File: src/rtl/core/pgcm_pkg.sv
// Shared types and constants of the phase guided counter multiplexer.
// No dependencies; imported by the controller, datapath and top level.
package pgcm_pkg;

   localparam int FIELD_W      = 4;   // phase, prediction, event_index
   localparam int MAX_ACTIVE_W = 3;
   localparam int NUM_EVENTS_W = 5;
   localparam int CSR_DATA_W   = 5;
   localparam int CSR_INDEX_W  = 1;

   localparam logic [CSR_INDEX_W-1:0] CSR_MAX_ACTIVE = 1'b0;
   localparam logic [CSR_INDEX_W-1:0] CSR_NUM_EVENTS = 1'b1;

   localparam logic [MAX_ACTIVE_W-1:0] MAX_ACTIVE_RST = 3'd4;
   localparam logic [NUM_EVENTS_W-1:0] NUM_EVENTS_RST = 5'd0;

   typedef enum logic [2:0] {
      ST_IDLE,
      ST_PART,
      ST_MOVE,
      ST_SEL,
      ST_EMIT
   } state_type;

   // controller -> datapath
   typedef struct packed {
      logic load;      // latch phases and limits, clear partition counters
      logic part;      // walk ended phase queue
      logic move;      // append previously active events
      logic commit;    // mark ended phase seen, start selection
      logic sel;       // walk predicted phase queue
      logic emit_adv;  // result beat taken
   } cmd_type;

   // datapath -> controller
   typedef struct packed {
      logic part_done;
      logic move_done;
      logic sel_done;
      logic regs_zero;
      logic emit_last;
   } sts_type;

endpackage

File: src/rtl/core/pgcm_ram.sv
// Generic simple dual port RAM: one write port, one registered read port.
// No dependencies.
module pgcm_ram #(
   parameter int WIDTH = 4,
   parameter int DEPTH = 256,
   localparam int AW = (DEPTH > 2) ? $clog2(DEPTH) : 1
) (
   input  logic             clock,
   input  logic             we,
   input  logic [AW-1:0]    waddr,
   input  logic [WIDTH-1:0] wdata,
   input  logic             re,
   input  logic [AW-1:0]    raddr,
   output logic [WIDTH-1:0] rdata
);

   logic [WIDTH-1:0] mem [DEPTH];
   logic [WIDTH-1:0] rdata_ff;

   always_ff @(posedge clock) begin
      if (we) begin
         mem[waddr] <= wdata;
      end
      if (re) begin
         rdata_ff <= mem[raddr];
      end
   end

   assign rdata = rdata_ff;

endmodule

File: src/rtl/core/pgcm_ctrl.sv
// Sequencer of the phase guided counter multiplexer.
// Uses pgcm_pkg; drives cmd_type to pgcm_dp and reads sts_type back.
module pgcm_ctrl
   import pgcm_pkg::*;
(
   input  logic    clock,
   input  logic    reset,
   input  logic    req_tvalid,
   output logic    req_tready,
   output logic    rsp_tvalid,
   input  logic    rsp_tready,
   input  sts_type sts,
   output cmd_type cmd
);

   state_type state_ff, state_in;

   always_ff @(posedge clock) begin
      if (reset) begin
         state_ff <= ST_IDLE;
      end else begin
         state_ff <= state_in;
      end
   end

   always_comb begin
      state_in   = state_ff;
      cmd        = '0;
      req_tready = 1'b0;
      rsp_tvalid = 1'b0;
      case (state_ff)
         ST_IDLE: begin
            req_tready = 1'b1;
            if (req_tvalid) begin
               cmd.load = 1'b1;
               state_in = ST_PART;
            end
         end
         ST_PART: begin
            cmd.part = 1'b1;
            if (sts.part_done) begin
               state_in = ST_MOVE;
            end
         end
         ST_MOVE: begin
            cmd.move = 1'b1;
            if (sts.move_done) begin
               cmd.commit = 1'b1;
               state_in   = ST_SEL;
            end
         end
         ST_SEL: begin
            if (sts.regs_zero) begin
               state_in = ST_EMIT;
            end else begin
               cmd.sel = 1'b1;
               if (sts.sel_done) begin
                  state_in = ST_EMIT;
               end
            end
         end
         ST_EMIT: begin
            rsp_tvalid = 1'b1;
            if (rsp_tready) begin
               cmd.emit_adv = 1'b1;
               if (sts.emit_last) begin
                  state_in = ST_IDLE;
               end
            end
         end
         default: begin
            state_in = ST_IDLE;
         end
      endcase
   end

endmodule

File: src/rtl/core/pgcm_dp.sv
// Datapath: config registers, seen flags, active list, queue walk counters.
// Uses pgcm_pkg; drives the queue RAM ports, takes commands from pgcm_ctrl.
module pgcm_dp
   import pgcm_pkg::*;
#(
   parameter int NUM_PHASES   = 16,
   parameter int NUM_EVENTS   = 16,
   parameter int MAX_COUNTERS = 4,
   localparam int PW   = (NUM_PHASES > 2) ? $clog2(NUM_PHASES) : 1,
   localparam int IW   = (NUM_EVENTS > 2) ? $clog2(NUM_EVENTS) : 1,
   localparam int AW   = PW + IW
) (
   input  logic                    clock,
   input  logic                    reset,
   input  cmd_type                 cmd,
   output sts_type                 sts,
   input  logic [FIELD_W-1:0]      phase,
   input  logic [FIELD_W-1:0]      prediction,
   input  logic                    csr_we,
   input  logic [CSR_INDEX_W-1:0]  csr_index,
   input  logic [CSR_DATA_W-1:0]   csr_wdata,
   output logic [FIELD_W-1:0]      event_index,
   output logic                    is_last,
   output logic                    none_active,
   output logic                    ram_we,
   output logic [AW-1:0]           ram_waddr,
   output logic [IW-1:0]           ram_wdata,
   output logic                    ram_re,
   output logic [AW-1:0]           ram_raddr,
   input  logic [IW-1:0]           ram_rdata
);

   localparam int CNTW    = $clog2(NUM_EVENTS + 1);   // queue position counters
   localparam int CW      = $clog2(MAX_COUNTERS + 1); // active counts
   localparam int MW      = (MAX_COUNTERS > 2) ? $clog2(MAX_COUNTERS) : 1;
   localparam int SUMW    = (CNTW > CW) ? CNTW : CW;
   localparam int REG_CAP = (NUM_EVENTS < 31) ? NUM_EVENTS : 31;

   // phase id modulo NUM_PHASES, a 16 entry table folded at elaboration
   function automatic logic [PW-1:0] phase_mod(input logic [FIELD_W-1:0] v);
      logic [PW-1:0] r;
      r = '0;
      for (int k = 0; k < 16; k++) begin
         if (v == FIELD_W'(k)) begin
            r = PW'(k % NUM_PHASES);
         end
      end
      return r;
   endfunction

   logic [MAX_ACTIVE_W-1:0] max_active_ff, max_active_in;
   logic [NUM_EVENTS_W-1:0] num_events_ff, num_events_in;
   logic [NUM_PHASES-1:0]   seen_ff, seen_in;
   logic [PW-1:0]           ended_ff, ended_in;
   logic [PW-1:0]           pred_ff, pred_in;
   logic [CW-1:0]           lim_ff, lim_in;
   logic [NUM_EVENTS_W-1:0] regs_ff, regs_in;
   logic [CNTW-1:0]         rd_idx_ff, rd_idx_in;
   logic                    pend_ff, pend_in;
   logic [IW-1:0]           pidx_ff, pidx_in;
   logic [CNTW-1:0]         nk_ff, nk_in;
   logic [CW-1:0]           nm_ff, nm_in;
   logic [CW-1:0]           mv_ff, mv_in;
   logic [CW-1:0]           n_ff, n_in;      // doubles as active_total
   logic [CW-1:0]           e_ff, e_in;
   logic [IW-1:0]           act_ff [MAX_COUNTERS];
   logic [IW-1:0]           act_in [MAX_COUNTERS];
   logic [IW-1:0]           moved_ff [MAX_COUNTERS];
   logic [IW-1:0]           moved_in [MAX_COUNTERS];

   logic          walk_seen;
   logic [IW-1:0] ev_rd;
   logic          ev_active;
   logic          issue;
   logic          at_end;
   logic [SUMW-1:0] tail_pos;

   assign walk_seen = cmd.sel ? seen_ff[pred_ff] : seen_ff[ended_ff];
   // a never-written queue reads as 0, 1, 2, ...
   assign ev_rd     = walk_seen ? ram_rdata : pidx_ff;
   assign at_end    = (rd_idx_ff == CNTW'(NUM_EVENTS));
   assign issue     = !at_end && (cmd.part || (cmd.sel && (n_ff != lim_ff)));
   assign tail_pos  = SUMW'(nk_ff) + SUMW'(mv_ff);

   always_comb begin
      ev_active = 1'b0;
      for (int j = 0; j < MAX_COUNTERS; j++) begin
         if ((CW'(j) < n_ff) && (act_ff[j] == ev_rd)) begin
            ev_active = 1'b1;
         end
      end
   end

   // queue RAM
   assign ram_re    = issue;
   assign ram_raddr = {cmd.sel ? pred_ff : ended_ff, rd_idx_ff[IW-1:0]};

   always_comb begin
      ram_we    = 1'b0;
      ram_waddr = {ended_ff, nk_ff[IW-1:0]};
      ram_wdata = ev_rd;
      if (cmd.part && pend_ff && !ev_active) begin
         ram_we = 1'b1;
      end else if (cmd.move && (mv_ff != nm_ff)) begin
         ram_we    = 1'b1;
         ram_waddr = {ended_ff, tail_pos[IW-1:0]};
         ram_wdata = moved_ff[mv_ff[MW-1:0]];
      end
   end

   // next state
   always_comb begin
      max_active_in = max_active_ff;
      num_events_in = num_events_ff;
      seen_in       = seen_ff;
      ended_in      = ended_ff;
      pred_in       = pred_ff;
      lim_in        = lim_ff;
      regs_in       = regs_ff;
      rd_idx_in     = rd_idx_ff;
      pend_in       = issue;
      pidx_in       = rd_idx_ff[IW-1:0];
      nk_in         = nk_ff;
      nm_in         = nm_ff;
      mv_in         = mv_ff;
      n_in          = n_ff;
      e_in          = e_ff;
      act_in        = act_ff;
      moved_in      = moved_ff;

      if (csr_we) begin
         case (csr_index)
            CSR_MAX_ACTIVE: max_active_in = csr_wdata[MAX_ACTIVE_W-1:0];
            CSR_NUM_EVENTS: num_events_in = csr_wdata[NUM_EVENTS_W-1:0];
            default: ;
         endcase
      end

      if (issue) begin
         rd_idx_in = rd_idx_ff + CNTW'(1);
      end

      if (cmd.part && pend_ff) begin
         if (ev_active) begin
            moved_in[nm_ff[MW-1:0]] = ev_rd;
            nm_in = nm_ff + CW'(1);
         end else begin
            nk_in = nk_ff + CNTW'(1);
         end
      end

      if (cmd.move && (mv_ff != nm_ff)) begin
         mv_in = mv_ff + CW'(1);
      end

      if (cmd.sel && pend_ff && (n_ff != lim_ff) &&
          ({{(32-IW){1'b0}}, ev_rd} < {{(32-NUM_EVENTS_W){1'b0}}, regs_ff})) begin
         act_in[n_ff[MW-1:0]] = ev_rd;
         n_in = n_ff + CW'(1);
      end

      if (cmd.emit_adv) begin
         e_in = e_ff + CW'(1);
      end

      if (cmd.load) begin
         ended_in  = phase_mod(phase);
         pred_in   = phase_mod(prediction);
         if (max_active_ff == '0) begin
            lim_in = CW'(1);
         end else if (32'(max_active_ff) > MAX_COUNTERS) begin
            lim_in = CW'(MAX_COUNTERS);
         end else begin
            lim_in = CW'(max_active_ff);
         end
         if (32'(num_events_ff) > REG_CAP) begin
            regs_in = NUM_EVENTS_W'(REG_CAP);
         end else begin
            regs_in = num_events_ff;
         end
         rd_idx_in = '0;
         pend_in   = 1'b0;
         nk_in     = '0;
         nm_in     = '0;
         mv_in     = '0;
      end

      if (cmd.commit) begin
         seen_in[ended_ff] = 1'b1;
         rd_idx_in = '0;
         pend_in   = 1'b0;
         n_in      = '0;
         e_in      = '0;
      end
   end

   always_ff @(posedge clock) begin
      if (reset) begin
         max_active_ff <= MAX_ACTIVE_RST;
         num_events_ff <= NUM_EVENTS_RST;
         seen_ff       <= '0;
         rd_idx_ff     <= '0;
         pend_ff       <= 1'b0;
         nk_ff         <= '0;
         nm_ff         <= '0;
         mv_ff         <= '0;
         n_ff          <= '0;
         e_ff          <= '0;
      end else begin
         max_active_ff <= max_active_in;
         num_events_ff <= num_events_in;
         seen_ff       <= seen_in;
         rd_idx_ff     <= rd_idx_in;
         pend_ff       <= pend_in;
         nk_ff         <= nk_in;
         nm_ff         <= nm_in;
         mv_ff         <= mv_in;
         n_ff          <= n_in;
         e_ff          <= e_in;
      end
      ended_ff <= ended_in;
      pred_ff  <= pred_in;
      lim_ff   <= lim_in;
      regs_ff  <= regs_in;
      pidx_ff  <= pidx_in;
      act_ff   <= act_in;
      moved_ff <= moved_in;
   end

   // status
   assign sts.part_done = at_end && !pend_ff;
   assign sts.move_done = (mv_ff == nm_ff);
   assign sts.sel_done  = ((n_ff == lim_ff) || at_end) && !pend_ff;
   assign sts.regs_zero = (regs_ff == '0);
   assign sts.emit_last = sts.regs_zero || ((e_ff + CW'(1)) == n_ff);

   // result beat
   assign none_active = sts.regs_zero;
   assign is_last     = sts.emit_last;
   assign event_index = sts.regs_zero ? '0 : FIELD_W'(act_ff[e_ff[MW-1:0]]);

endmodule

File: src/rtl/core/phase_guided_counter_multiplexer_top.sv
// Top level of the phase guided counter multiplexer.
// Uses pgcm_pkg, pgcm_ctrl, pgcm_dp and pgcm_ram.
//
//   channel | dir | beat contents
//   req     | in  | tdata[3:0] phase, tdata[7:4] prediction
//   rsp     | out | tdata[3:0] event_index, tlast is_last, tuser none_active
//   csr     | in  | csr_index 0 max_active, 1 num_events; csr_wdata value
//
// One request at a time: the ended phase queue is walked through the RAM read
// port, the events that were active are appended, the predicted queue is picked
// from, then the result beats go out as they are taken.
// Both walks share the single RAM port pair.
// Reset (synchronous) clears the seen flags and all counters; no RAM sweep.
// A stalled rsp beat holds; req_tready stays low until the last beat goes.
module phase_guided_counter_multiplexer_top
   import pgcm_pkg::*;
#(
   parameter int NUM_PHASES   = 16,
   parameter int NUM_EVENTS   = 16,
   parameter int MAX_COUNTERS = 4
) (
   input  logic                   clock,
   input  logic                   reset,
   // request: [3:0] phase, [7:4] prediction
   input  logic                   req_tvalid,
   output logic                   req_tready,
   input  logic [7:0]             req_tdata,
   // result: [3:0] event_index, [7:4] zero
   output logic                   rsp_tvalid,
   input  logic                   rsp_tready,
   output logic [7:0]             rsp_tdata,
   output logic                   rsp_tlast,
   // result tuser: [0] none_active
   output logic                   rsp_tuser,
   input  logic                   csr_we,
   input  logic [CSR_INDEX_W-1:0] csr_index,
   input  logic [CSR_DATA_W-1:0]  csr_wdata
);

   localparam int PW    = (NUM_PHASES > 2) ? $clog2(NUM_PHASES) : 1;
   localparam int IW    = (NUM_EVENTS > 2) ? $clog2(NUM_EVENTS) : 1;
   localparam int AW    = PW + IW;
   // queue store addressed {phase, position}
   localparam int DEPTH = 2 ** AW;

   cmd_type cmd;
   sts_type sts;

   logic [FIELD_W-1:0] event_index;
   logic               ram_we;
   logic [AW-1:0]      ram_waddr;
   logic [IW-1:0]      ram_wdata;
   logic               ram_re;
   logic [AW-1:0]      ram_raddr;
   logic [IW-1:0]      ram_rdata;

   pgcm_ctrl u_ctrl (
      .clock      (clock),
      .reset      (reset),
      .req_tvalid (req_tvalid),
      .req_tready (req_tready),
      .rsp_tvalid (rsp_tvalid),
      .rsp_tready (rsp_tready),
      .sts        (sts),
      .cmd        (cmd)
   );

   pgcm_dp #(
      .NUM_PHASES   (NUM_PHASES),
      .NUM_EVENTS   (NUM_EVENTS),
      .MAX_COUNTERS (MAX_COUNTERS)
   ) u_dp (
      .clock       (clock),
      .reset       (reset),
      .cmd         (cmd),
      .sts         (sts),
      .phase       (req_tdata[3:0]),
      .prediction  (req_tdata[7:4]),
      .csr_we      (csr_we),
      .csr_index   (csr_index),
      .csr_wdata   (csr_wdata),
      .event_index (event_index),
      .is_last     (rsp_tlast),
      .none_active (rsp_tuser),
      .ram_we      (ram_we),
      .ram_waddr   (ram_waddr),
      .ram_wdata   (ram_wdata),
      .ram_re      (ram_re),
      .ram_raddr   (ram_raddr),
      .ram_rdata   (ram_rdata)
   );

   // per-phase event queues
   pgcm_ram #(
      .WIDTH (IW),
      .DEPTH (DEPTH)
   ) u_queue_ram (
      .clock (clock),
      .we    (ram_we),
      .waddr (ram_waddr),
      .wdata (ram_wdata),
      .re    (ram_re),
      .raddr (ram_raddr),
      .rdata (ram_rdata)
   );

   assign rsp_tdata = {4'b0000, event_index};

endmodule

File: config.mk
export PLATFORM = sky130hd
export DESIGN_NAME = phase_guided_counter_multiplexer_top
export DESIGN_NICKNAME = d
export VERILOG_FILES = /design/src/rtl/core/pgcm_pkg.sv /design/src/rtl/core/pgcm_ram.sv /design/src/rtl/core/pgcm_ctrl.sv /design/src/rtl/core/pgcm_dp.sv /design/src/rtl/core/phase_guided_counter_multiplexer_top.sv
export SDC_FILE = /design/constraint.sdc
export NUM_CORES = 1
export LEC_CHECK = 0
export BUFFER_PORTS_ARGS = -buffer_cell sky130_fd_sc_hd__buf_4
export CAP_MARGIN = 30
export CELL_PAD_IN_SITES_DETAIL_PLACEMENT = 0
export CELL_PAD_IN_SITES_GLOBAL_PLACEMENT = 2
export CORE_UTILIZATION = 45
export CTS_CLUSTER_SIZE = 14
export DETAILED_ROUTE_END_ITERATION = 10
export PLACE_DENSITY_LB_ADDON = 0.05
export SLEW_MARGIN = 5
export SYNTH_ARGS = -nofsm -noshare
export SYNTH_HDL_FRONTEND = slang
export SYNTH_SLANG_ARGS = --single-unit
export TNS_END_PERCENT = 1
File: constraint.sdc
create_clock -name clock -period 14 [get_ports clock]
set_input_delay 2.8 -clock clock [delete_from_list [all_inputs] [get_ports clock]]
set_output_delay 2.8 -clock clock [all_outputs]
set_load 0.05 [all_outputs]
==> results of run 1 <==
[cells in the mapped netlist (all sizes together) (3+ instances only)]
| cell | instances | area, um2 |
|---|---|---|
| a211oi | 37 | 283 |
| clkbuf | 126 | 473 |
| buf | 64 | 324 |
| a2111oi | 3 | 45.1 |
| nand4 | 4 | 25.0 |
| dfxtp | 53 | 1060 |
| mux4 | 337 | 7590 |
| o31ai | 3 | 22.5 |
| nor2b | 16 | 100 |
| nand3 | 33 | 165 |
| nor4 | 73 | 457 |
| a21oi | 53 | 265 |
| ha | 21 | 263 |
| nor3b | 5 | 37.5 |
| o211ai | 4 | 30.0 |
| a21boi | 3 | 22.5 |
| mux2i | 11 | 110 |
| a211o | 3 | 26.3 |
| a22oi | 3 | 22.5 |
| xnor2 | 25 | 219 |
| edfxtp | 1076 | 32300 |
| a31oi | 17 | 136 |
| nor3 | 147 | 747 |
| nand2b | 3 | 18.8 |
| or4 | 3 | 22.5 |
| a311oi | 4 | 35.0 |
| or2 | 5 | 31.3 |
| and2 | 27 | 169 |
| xor2 | 12 | 105 |
| a21o | 3 | 22.5 |
| or3 | 6 | 37.5 |
| and3 | 5 | 31.3 |
| o21ai | 19 | 95.1 |
| nand2 | 103 | 387 |
| nor2 | 71 | 269 |
| inv | 24 | 90.1 |
[metal layers]
metal  up-vias  GRT usage
met3       172     0.0377
met2       717      0.369
met5         -          0
li1      10100          -
met4         0     0.0649
met1     12500      0.324
[critical path, cell delays in order (launching register included)]
cell and delay [ns]:
edfxtp_1 0.53, nor2b_2 0.86, a22oi_1 0.24, and3_1 0.36, nor3_1 0.43, o21ai_0 0.25
a221oi_2 0.50, nor3_4 0.14, a32oi_4 0.24, buf_4 0.55, buf_4 0.82, nor3_1 0.32
[layout make-up]
class / count / area (um2)
inverters: 25 / 93.8
repair buffers: 81 / 791
flip-flops and latches: 1129 / 33400
fillers: 8133 / 49600
clock buffers: 139 / 3120
clock inverters: 84 / 1020
multi-input cells: 1085 / 12200
well taps: 1368 / 1710
[worst max-delay path by stage]
| stage | start | endpoint | slack, ns | cells after the start |
|---|---|---|---|---|
| after floorplan | u_dp.pred_ff[0] | u_queue_ram.mem[0][0] | 3.28 | 8 |
| after global placement | u_dp.ended_ff[1] | u_queue_ram.mem[80][0] | 7.82 | 11 |
| after detailed placement | u_dp.rd_idx_ff[0] | u_queue_ram.rdata[2] | 8.39 | 10 |
| after CTS | u_dp.rd_idx_ff[0] | u_queue_ram.rdata[2] | 8.37 | 10 |
| after global routing | u_dp.ended_ff[0] | u_queue_ram.mem[104][3] | 8.07 | 11 |
| final | u_dp.ended_ff[0] | u_queue_ram.mem[104][2] | 8.37 | 11 |
[power breakdown]
group	switching (mW)	internal [mW]	total [mW]
Combinational	0.785	0.521	1.31
Clock	1.31	1.99	3.31
Sequential	0.0628	3.89	3.95
[per-stage QoR]
step	power (mW)	setup WS (ns)	utilization
after floorplan	4.92	3.28	-
after global placement	5.33	7.82	0.471
after detailed placement	5.35	8.39	0.472
after CTS	8.66	8.37	0.513
after global routing	8.85	8.07	0.514
final	8.56	8.37	0.514
[registers in the layout, indices dropped and copies added (netlist names)]
| signal | flops |
|---|---|
| u_dp.seen_ff | 16 |
| u_dp.pidx_ff | 4 |
| u_dp.max_active_ff | 3 |
| u_dp.rd_idx_ff | 5 |
| u_dp.regs_ff | 5 |
| u_dp.num_events_ff | 5 |
| u_dp.mv_ff | 3 |
| u_dp.moved_ff | 16 |
| u_queue_ram.rdata | 4 |
| u_queue_ram.mem | 1024 |
| u_dp.ended_ff | 4 |
| u_dp.lim_ff | 3 |
| u_dp.pred_ff | 4 |
| u_dp.n_ff | 3 |
| u_dp.e_ff | 3 |
| u_dp.pend_ff | 1 |
| u_dp.nk_ff | 4 |
| u_dp.act_ff | 16 |
| u_dp.nm_ff | 3 |
| u_ctrl.state_ff | 3 |
[cells by family after synthesis]
group | after synthesis | synth area share
flip-flops | 1129 | 0.721
other | 1 | 0.0000810
AND/OR/NAND/NOR | 506 | 0.0549
AO/OA/AOI/OAI | 166 | 0.0247
adder cells (fa/ha/maj) | 22 | 0.00611
XOR/XNOR | 37 | 0.00700
buffers and inverters | 215 | 0.0192
multiplexers | 350 | 0.167
==> summary.txt, run 1 <==
Initial drt markers: 1912
FP Rows: 117
DP Wirelength: 68.3 mm
Non-filler instance count after layout: 3911
Unrepaired setup endpoints after global routing: no
Uppermost layer routed: met4
CP startpoint kind: flip-flop
TritonCTS clock tree: done
Placed Cells: 3684
Post-synth EDFFs: 1076
Vias per Instance: 5.98
Crit path kind: reg2reg
RR Endpoint: u_queue_ram.mem[104][2]
Fin. Hold Viols: 0
Outcome: finished, final reports clean
Register bit total from synthesis: 1129
Worst hold-check path type: reg2reg
Die area: 104000 um2
Port buffer count: 26
Endpoint, Worst Hold: u_dp.num_events_ff[3]
Hold Crit Depth: 2
Max VDD drop: 109 uV
Tot GR Track Use: 0.229
Worst-Margin Slew: 1.41 ns
Drt pass-1 iters: 5
Yosys warns: 0
Detail Route Antenna Nets: 0
Main flop type after synthesis: edfxtp_1
Leak: 15.8 nW
Tmin final: 5.63 ns
Distinct cells, synth: 65
Initial Utilization: 0.454
Final WL: 117 mm
Commonest non-fill, non-tap cell in the layout: edfxtp_1
Sink Count: 1129
Postcts setup bufs: 0
Worst-path clk slew: 0.06 ns
Layout cells sized above 1: 0.250
Met3 wire len: 6.59 mm
Initial antenna violation count: 0
Met1 WL: 50.5 mm
Setup crit end kind: flip-flop
Core area: 102000 um2
Syn Std Cell Area: 46300 um2
RR Startpoint: u_dp.ended_ff[0]
Vias: 23400
Relative slew slack: 0.0587
Worst hold slack: 0.448 ns
Synth Instances: 2426
Area delta synth->final: 13.1%
DP Area: 48100 um2
Fraction of registers with async set/reset: 0
Flop-to-flop setup slack: 8.37 ns
Top-Level Pins: 31
Met2 WL: 56.8 mm
Ant diodes: 0
Worst path required time: 14.36 ns
Max Fclk: 178 MHz
Most frequent cells in the layout: edfxtp_1, mux4_2, nor3_1, clkbuf_16, nand2_1
H-Tree Depth: 3
Max-Cap Viols: 0
Final Cell Area: 52300 um2
Worst Hold Launch: u_dp.num_events_ff[3]
Die extent in y: 323 um
Final setup violation count: 0
Grt total ovfl: 0
First-pass GRT wire length: 172 mm
CP Max Fanout: 57
NumNets Final: 2482
CTS Buf Count: 119
Clk_skew: 0.0309 ns
Clk root buf: clkbuf_16
Post-route DRC: 0
Latest clock arrival within the worst-skew pair: 0.70 ns
R2r worst-path depth: 11
Placer Congestion: 0.806
Hold buffer count at cts: 0
Period utilization: 0.402
Pwr dens: 164 nW/um2
Pin count of the biggest net entering global routing: 189
Max Buffers Root-to-Sink: 3
Post-cts sizing count: 0
Sequential-to-total area share from yosys stat: 0.721
Wire per inst: 29.8 um
Number of global-route vias before repair: 24500
Crit path DAT: 5.99 ns
Setup TNS: 0 ns
Slew Viols, Final: 0
Synthesized area per cell: 19.1 um2
Die X: 323 um
Power figures use the tool's default switching activity.
==> run 2, diff against run 1 <==
==> constraint.sdc (replaced) <==
create_clock -name clock -period 5.9 [get_ports clock]
set_input_delay 1.18 -clock clock [delete_from_list [all_inputs] [get_ports clock]]
set_output_delay 1.18 -clock clock [all_outputs]
set_load 0.05 [all_outputs]
==> run 2 against run 1 <==
Worst hold slack improved by 0.0072 ns. Clock-buffer cell count up 5. Cell area decreased by 0.62%. Clock skew shrank 0.0020 ns. Non-clock buffer count grew 10. Sequential share of layout area is 0.40 points higher. Sequential power up 140%. First-iteration DRC count up 11%. Critical path type unchanged. Largest cell class unchanged. Utilization is 0.32 points lower. Maximum frequency grew 7.6%. Flip-flop and latch count unchanged.
==> summary.txt, run 2 (synthesis gave the netlist of run 1 again) <==
Switching Share: 0.254 (+0.00173)
CP Cell Sequence: mux4_2 -> mux4_2 -> nor2_2 -> nor3_1 -> o31ai_1 -> a21boi_0 -> a31oi_4 -> a31oi_4 -> buf_12 -> buf_4 -> nor3_1
Non-filler instance count after layout: 3904 (-0.18%)
Initial antenna violation count: 1 (+1)
Ant diodes: 0 (unchanged)
Worst-path clk slew: 0.06 ns (about the same)
Latest clock arrival within the worst-skew pair: 0.70 ns (about the same)
Grt met3 use: 0.0345 (-0.00326)
Relative slew slack: 0.316 (+0.258)
Max-Cap Viols: 0 (unchanged)
Max Fclk: 191 MHz (+7.6%)
GR met1 Demand/Resource: 0.323 (-0.00111)
Pwr dens: 375 nW/um2 (+130%)
Commonest non-fill, non-tap cell in the layout: edfxtp_1
Gr busiest metal: met2
Critical Path Max Stage Delay: 0.82 ns (-0.04 ns)
Logic pwr share: 0.161 (+0.009)
Clk root buf: clkbuf_16
Reg power frac: 0.480 (+0.019)
P_int: 14.5 mW (+130%)
Vias: 23600 (+0.81%)
M2 GR Usage: 0.369 (-0.000382)
Grt total ovfl: 0 (unchanged)
Leak: 15.6 nW (-1.1%)
Initial drt markers: 2121 (+11%)
Die area: 104000 um2 (unchanged)
Crit path max-delay family: compound AO/OA/AOI/OAI gates
Period utilization: 0.887 (+0.484)
Hold buffer count at cts: 0 (unchanged)
Vias per Instance: 6.04 (+0.99%)
Number of global-route vias before repair: 24700 (+0.65%)
Fillers: 8181 (+0.59%)
Core Util, Final: 0.510 (-0.00318)
Post-route DRC: 0 (unchanged)
Slew Viols, Final: 0 (unchanged)
Crit path DAT: 5.61 ns (-0.38 ns)
TritonCTS clock tree: done
Most frequent cells in the layout: edfxtp_1, mux4_2, nor3_1, clkbuf_16, nand2_1
Max VDD drop: 261 uV (+140%)
Largest Register: u_queue_ram.mem
Final setup violation count: 0 (unchanged)
Die X: 323 um (unchanged)
Tmin final: 5.23 ns (-0.399 ns)
Max FFs per register: 1024 (unchanged)
WP depth: 11 (unchanged)
FP Rows: 117 (unchanged)
Final WS setup: 0.669 ns (-7.70 ns)
Unrepaired setup endpoints after global routing: no
Pin count of the biggest net entering global routing: 149 (-21%)
Switching power: 4.95 mW (+130%)
DP Wirelength: 67.7 mm (-0.98%)
Crit path kind: reg2reg
NumNets Final: 2487 (+0.20%)
Hold Crit Depth: 2 (unchanged)
Worst hold-check path type: reg2reg
Clock share of power: 0.359 (-0.027)
Placer Congestion: 0.812 (+0.78%)
H-Tree Depth: 3 (unchanged)
Postcts setup bufs: 0 (unchanged)
Wire per inst: 29.7 um (-0.32%)
Clk_skew: 0.0290 ns (-0.00197 ns)
Tot GR Track Use: 0.228 (-0.00160)
Setup crit end kind: flip-flop
Sink Count: 1129 (unchanged)
Detail Route Antenna Nets: 0 (unchanged)
Max Buffers Root-to-Sink: 3 (unchanged)
Die extent in y: 323 um (unchanged)
Worst-Margin Slew: 1.02 ns (-0.396 ns)
Post-cts sizing count: 0 (unchanged)
Placed Cells: 3697 (+0.35%)
Initial Utilization: 0.454 (unchanged)
Post-place setup slack: 0.729 ns (-7.66 ns)
Fin. Hold Viols: 0 (unchanged)
Buffers & Inverters on Critical Path: 2 (unchanged)
Worst path required time: 6.28 ns (-8.08 ns)
Port buffer count: 26 (unchanged)
Top-Level Pins: 31 (unchanged)
CTS Buf Count: 114 (-4.2%)
Worst path slowest cell: a31oi_4
R2r worst-path depth: 11 (unchanged)
Core area: 102000 um2 (unchanged)
Outcome: finished, final reports clean
CP startpoint kind: flip-flop
Area delta synth->final: 12.4%
Drt pass-1 iters: 7 (+2)
First-pass GRT wire length: 171 mm (-0.95%)
CP Max Fanout: 34 (-40%)
Layout cells sized above 1: 0.242 (-0.00877)
Final WL: 116 mm (-0.50%)
-- run 2: cell count changes in the layout (fill, tap and decap cells not counted), sizes merged --
cell	before	now
bufinv	22	10
clkbuf	140	144
buf	80	91
inv	27	26
clkinv	51	49
clkinvlp	9	2
-- run 2: cell type report --
type	count	area, um2	area share
Sequential cell	1129	33400	0.642
Multi-Input combinational cell	1085	12200	0.235
Clock buffer	144	3040	0.0584
Tap cell	1368	1710	0.0329
Timing Repair Buffer	91	1040	0.0199
Clock inverter	62	534	0.0103
Inverter	25	93.8	0.00180
-- run 2: power by group through the flow --
stage	Clock [mW]	Sequential (mW)	Combinational, mW
2_1_floorplan	0	9.50	2.09
3_3_place_gp	0	9.53	3.16
3_5_place_dp	0	9.53	3.20
4_1_cts	7.13	9.36	3.20
5_1_grt	7.44	9.37	3.35
6_report	6.99	9.36	3.13
-- run 2: routing by layer --
| metal | wire length (um) | vias to the layer above |
|---|---|---|
| met5 | 0 | - |
| met4 | 2390 | 0 |
| met3 | 6360 | 151 |
| met2 | 56800 | 747 |
| met1 | 50600 | 12600 |
| li1 | - | 10100 |
-- run 2: worst reg2reg max path: cells and delay by family (launching register included) --
kind                   cells  cell delay [ns]
DFF                        1             0.53
AOI/OAI and AO/OA          4             1.94
muxes                      2             1.08
and+or+nand+nor            3             0.68
buffers and inverters      2             0.69
-- run 2: worst paths after layout --
| kind | start | end | slack, ns |
|---|---|---|---|
| max reg2reg | u_dp.pred_ff[0] | u_queue_ram.mem[149][2] | 0.67 |
| max | u_dp.pred_ff[0] | u_queue_ram.mem[149][2] | 0.67 |
| min reg2reg | u_dp.num_events_ff[0] | u_dp.num_events_ff[0] | 0.46 |
| min | u_dp.num_events_ff[0] | u_dp.num_events_ff[0] | 0.46 |
-- run 2: per-stage QoR --
stage / area, um2 / hold WS (ns) / TNS [ns] / total power [mW]
after floorplan: 46300 / 0.329 / -537.76 / 11.6
after global placement: 48300 / 0.442 / 0 / 12.7
after detailed placement: 48400 / 0.448 / 0 / 12.7
after CTS: 52000 / 0.457 / 0 / 19.7
after global routing: 52000 / 0.479 / 0 / 20.2
final: 52000 / 0.455 / 0 / 19.5
==> run 3, diff against run 2 <==
--- a/config.mk
+++ b/config.mk
@@ -6,9 +6,9 @@
 export NUM_CORES = 1
 export LEC_CHECK = 0
 export BUFFER_PORTS_ARGS = -buffer_cell sky130_fd_sc_hd__buf_4
-export CAP_MARGIN = 30
 export CELL_PAD_IN_SITES_DETAIL_PLACEMENT = 0
 export CELL_PAD_IN_SITES_GLOBAL_PLACEMENT = 2
+export CORE_ASPECT_RATIO = 1.75
 export CORE_UTILIZATION = 45
 export CTS_CLUSTER_SIZE = 14
 export DETAILED_ROUTE_END_ITERATION = 10
==> run 3 against run 2 <==
Die area hardly changed. Non-clock buffer count is 3 higher. Combinational power hardly changed. Worst hold slack worse by 0.0026 ns. Clock power is 8.0% lower. Register-to-register slack better by 0.32 ns. Via count is 1.0% lower. Flip-flop and latch count stayed put. Sequential share of layout area is 0.68 points higher. Maximum frequency is 6.5% higher. Clock-buffer cell count is 12 lower. Utilization is 0.60 points lower. Largest cell class unchanged.
==> summary.txt, run 3 (synthesis gave the netlist of run 1 again) <==
Hold buffer count at cts: 0 (unchanged)
Grt total ovfl: 0 (unchanged)
Initial drt markers: 1634 (-23%)
Pin count of the biggest net entering global routing: 177 (+19%)
Relative slew slack: 0.268 (-0.0488)
Layout cells sized above 1: 0.238 (-0.00368)
Initial antenna violation count: 0 (-1)
Postcts setup bufs: 0 (unchanged)
Die extent in y: 426 um (+32%)
Pwr dens: 368 nW/um2 (-1.7%)
Die area: 104000 um2 (about the same)
H-Tree Depth: 3 (unchanged)
Worst-path clk slew: 0.07 ns (about the same)
Fin. Hold Viols: 0 (unchanged)
Sink Count: 1129 (unchanged)
Max-Cap Viols: 0 (unchanged)
Detail Route Antenna Nets: 0 (unchanged)
Max FFs per register: 1024 (unchanged)
Most frequent cells in the layout: edfxtp_1, mux4_2, nor3_1, clkbuf_16, nand2_1
Worst hold-check path type: reg2reg
CTS Buf Count: 102 (-11%)
Latest clock arrival within the worst-skew pair: 0.70 ns (about the same)
NumNets Final: 2478 (-0.36%)
Drt pass-1 iters: 5 (-2)
DP Wirelength: 74.7 mm (+10%)
Worst path slowest cell: nor4_1
Core Util, Final: 0.504 (-0.00599)
Worst path required time: 6.21 ns (-0.07 ns)
Setup TNS: 0 ns (unchanged)
Flop-to-flop setup slack: 0.99 ns (+0.32 ns)
Buffers & Inverters on Critical Path: 1 (-1)
Port buffer count: 26 (unchanged)
Ant diodes: 0 (unchanged)
Initial Utilization: 0.454 (-0.000546)
Crit path kind: reg2reg
Vias per Instance: 6.08 (+0.56%)
Vias: 23400 (-1.0%)
Die X: 244 um (-24%)
Outcome: finished, final reports clean
Critical Path Max Stage Delay: 0.80 ns (-0.02 ns)
CP startpoint kind: flip-flop
CP Cell Sequence: mux4_2 -> mux4_2 -> or2_1 -> nand2_1 -> mux2_2 -> xnor2_1 -> a31oi_4 -> a31oi_4 -> buf_12 -> nor4_1
Wire per inst: 31.5 um (+6.0%)
Unrepaired setup endpoints after global routing: no
CP Max Fanout: 72 (+110%)
Leak: 15.4 nW (-1.5%)
FP Rows: 155 (+32%)
TritonCTS clock tree: done
Slew Viols, Final: 0 (unchanged)
Setup crit end kind: flip-flop
Clk root buf: clkbuf_16
Top-Level Pins: 31 (unchanged)
Area delta synth->final: 11.2%
Max Fclk: 204 MHz (+6.5%)
Crit path DAT: 5.22 ns (-0.39 ns)
Placer Congestion: 0.862 (+6.1%)
Commonest non-fill, non-tap cell in the layout: edfxtp_1
Period utilization: 0.832 (-0.0542)
Core area: 102000 um2 (+0.12%)
Max Buffers Root-to-Sink: 3 (unchanged)
Largest Register: u_queue_ram.mem
First-pass GRT wire length: 176 mm (+3.2%)
Post-cts sizing count: 0 (unchanged)
Crit path max-delay family: multiplexers
Final setup violation count: 0 (unchanged)
Post-route DRC: 0 (unchanged)
Clk_skew: 0.0239 ns (-0.00510 ns)
Tot GR Track Use: 0.238 (+0.0102)
Worst hold slack: 0.453 ns (-0.00260 ns)
Max VDD drop: 337 uV (+29%)
Tmin final: 4.91 ns (-0.320 ns)
Worst-Margin Slew: 1.07 ns (+0.0549 ns)
Number of global-route vias before repair: 25200 (+2.1%)
Final WL: 121 mm (+4.3%)
## run 3: changes by cell type in the layout (fill, tap and decap cells not counted), sizes merged
cell / previous run / this run
buf: 91 / 94
bufinv: 10 / 8
clkbuf: 144 / 132
clkinv: 49 / 33
clkinvlp: 2 / 3
inv: 26 / 24
## run 3: metrics by stage
step	setup WS [ns]	total power [mW]	std cells	area (um2)
2_1_floorplan	-1.36	11.6	2429	46300
3_3_place_gp	1.17	12.7	3667	48300
3_5_place_dp	1.03	12.8	3667	48300
4_1_cts	0.983	19.2	3842	51400
5_1_grt	0.669	19.6	3842	51400
6_report	0.989	18.9	3842	51400
## run 3: routing by layer
| layer | track usage | wire length, um |
|---|---|---|
| met1 | 0.287 | 46200 |
| met2 | 0.440 | 66800 |
| met3 | 0.0230 | 4370 |
| met4 | 0.0857 | 3690 |
| met5 | 0 | 0 |
## run 3: area by class of cell
| type | count | area (um2) |
|---|---|---|
| tap | 1334 | 1670 |
| clock buffer | 132 | 2710 |
| clock inverter | 43 | 447 |
| fill | 8323 | 50600 |
| timing repair buffer | 94 | 956 |
| inverter | 25 | 93.8 |
| multi-input combinational | 1085 | 12200 |
| sequential | 1129 | 33400 |
## run 3: where the power goes
group | internal [mW] | total [mW] | switching, mW | leakage, nW
logic | 1.25 | 3.13 | 1.88 | 3.52
registers | 9.22 | 9.38 | 0.166 | 10.3
clock network | 3.57 | 6.43 | 2.86 | 1.53
## run 3: path summary, 6_finish.rpt
| path | from | endpoint | depth (start not counted) |
|---|---|---|---|
| worst max-delay path | u_dp.pred_ff[0] | u_queue_ram.mem[39][2] | 10 |
| worst min-delay path | u_dp.num_events_ff[0] | u_dp.num_events_ff[0] | 2 |
| worst max register to register | u_dp.pred_ff[0] | u_queue_ram.mem[39][2] | 10 |
| worst min register to register | u_dp.num_events_ff[0] | u_dp.num_events_ff[0] | 2 |
## run 3: worst min-delay path, delay by kind of cell, from the launching register on
family | cells | cell delay [ns]
flip-flops | 1 | 0.31
AND/OR/NAND/NOR | 1 | 0.05
AO/OA/AOI/OAI | 1 | 0.05
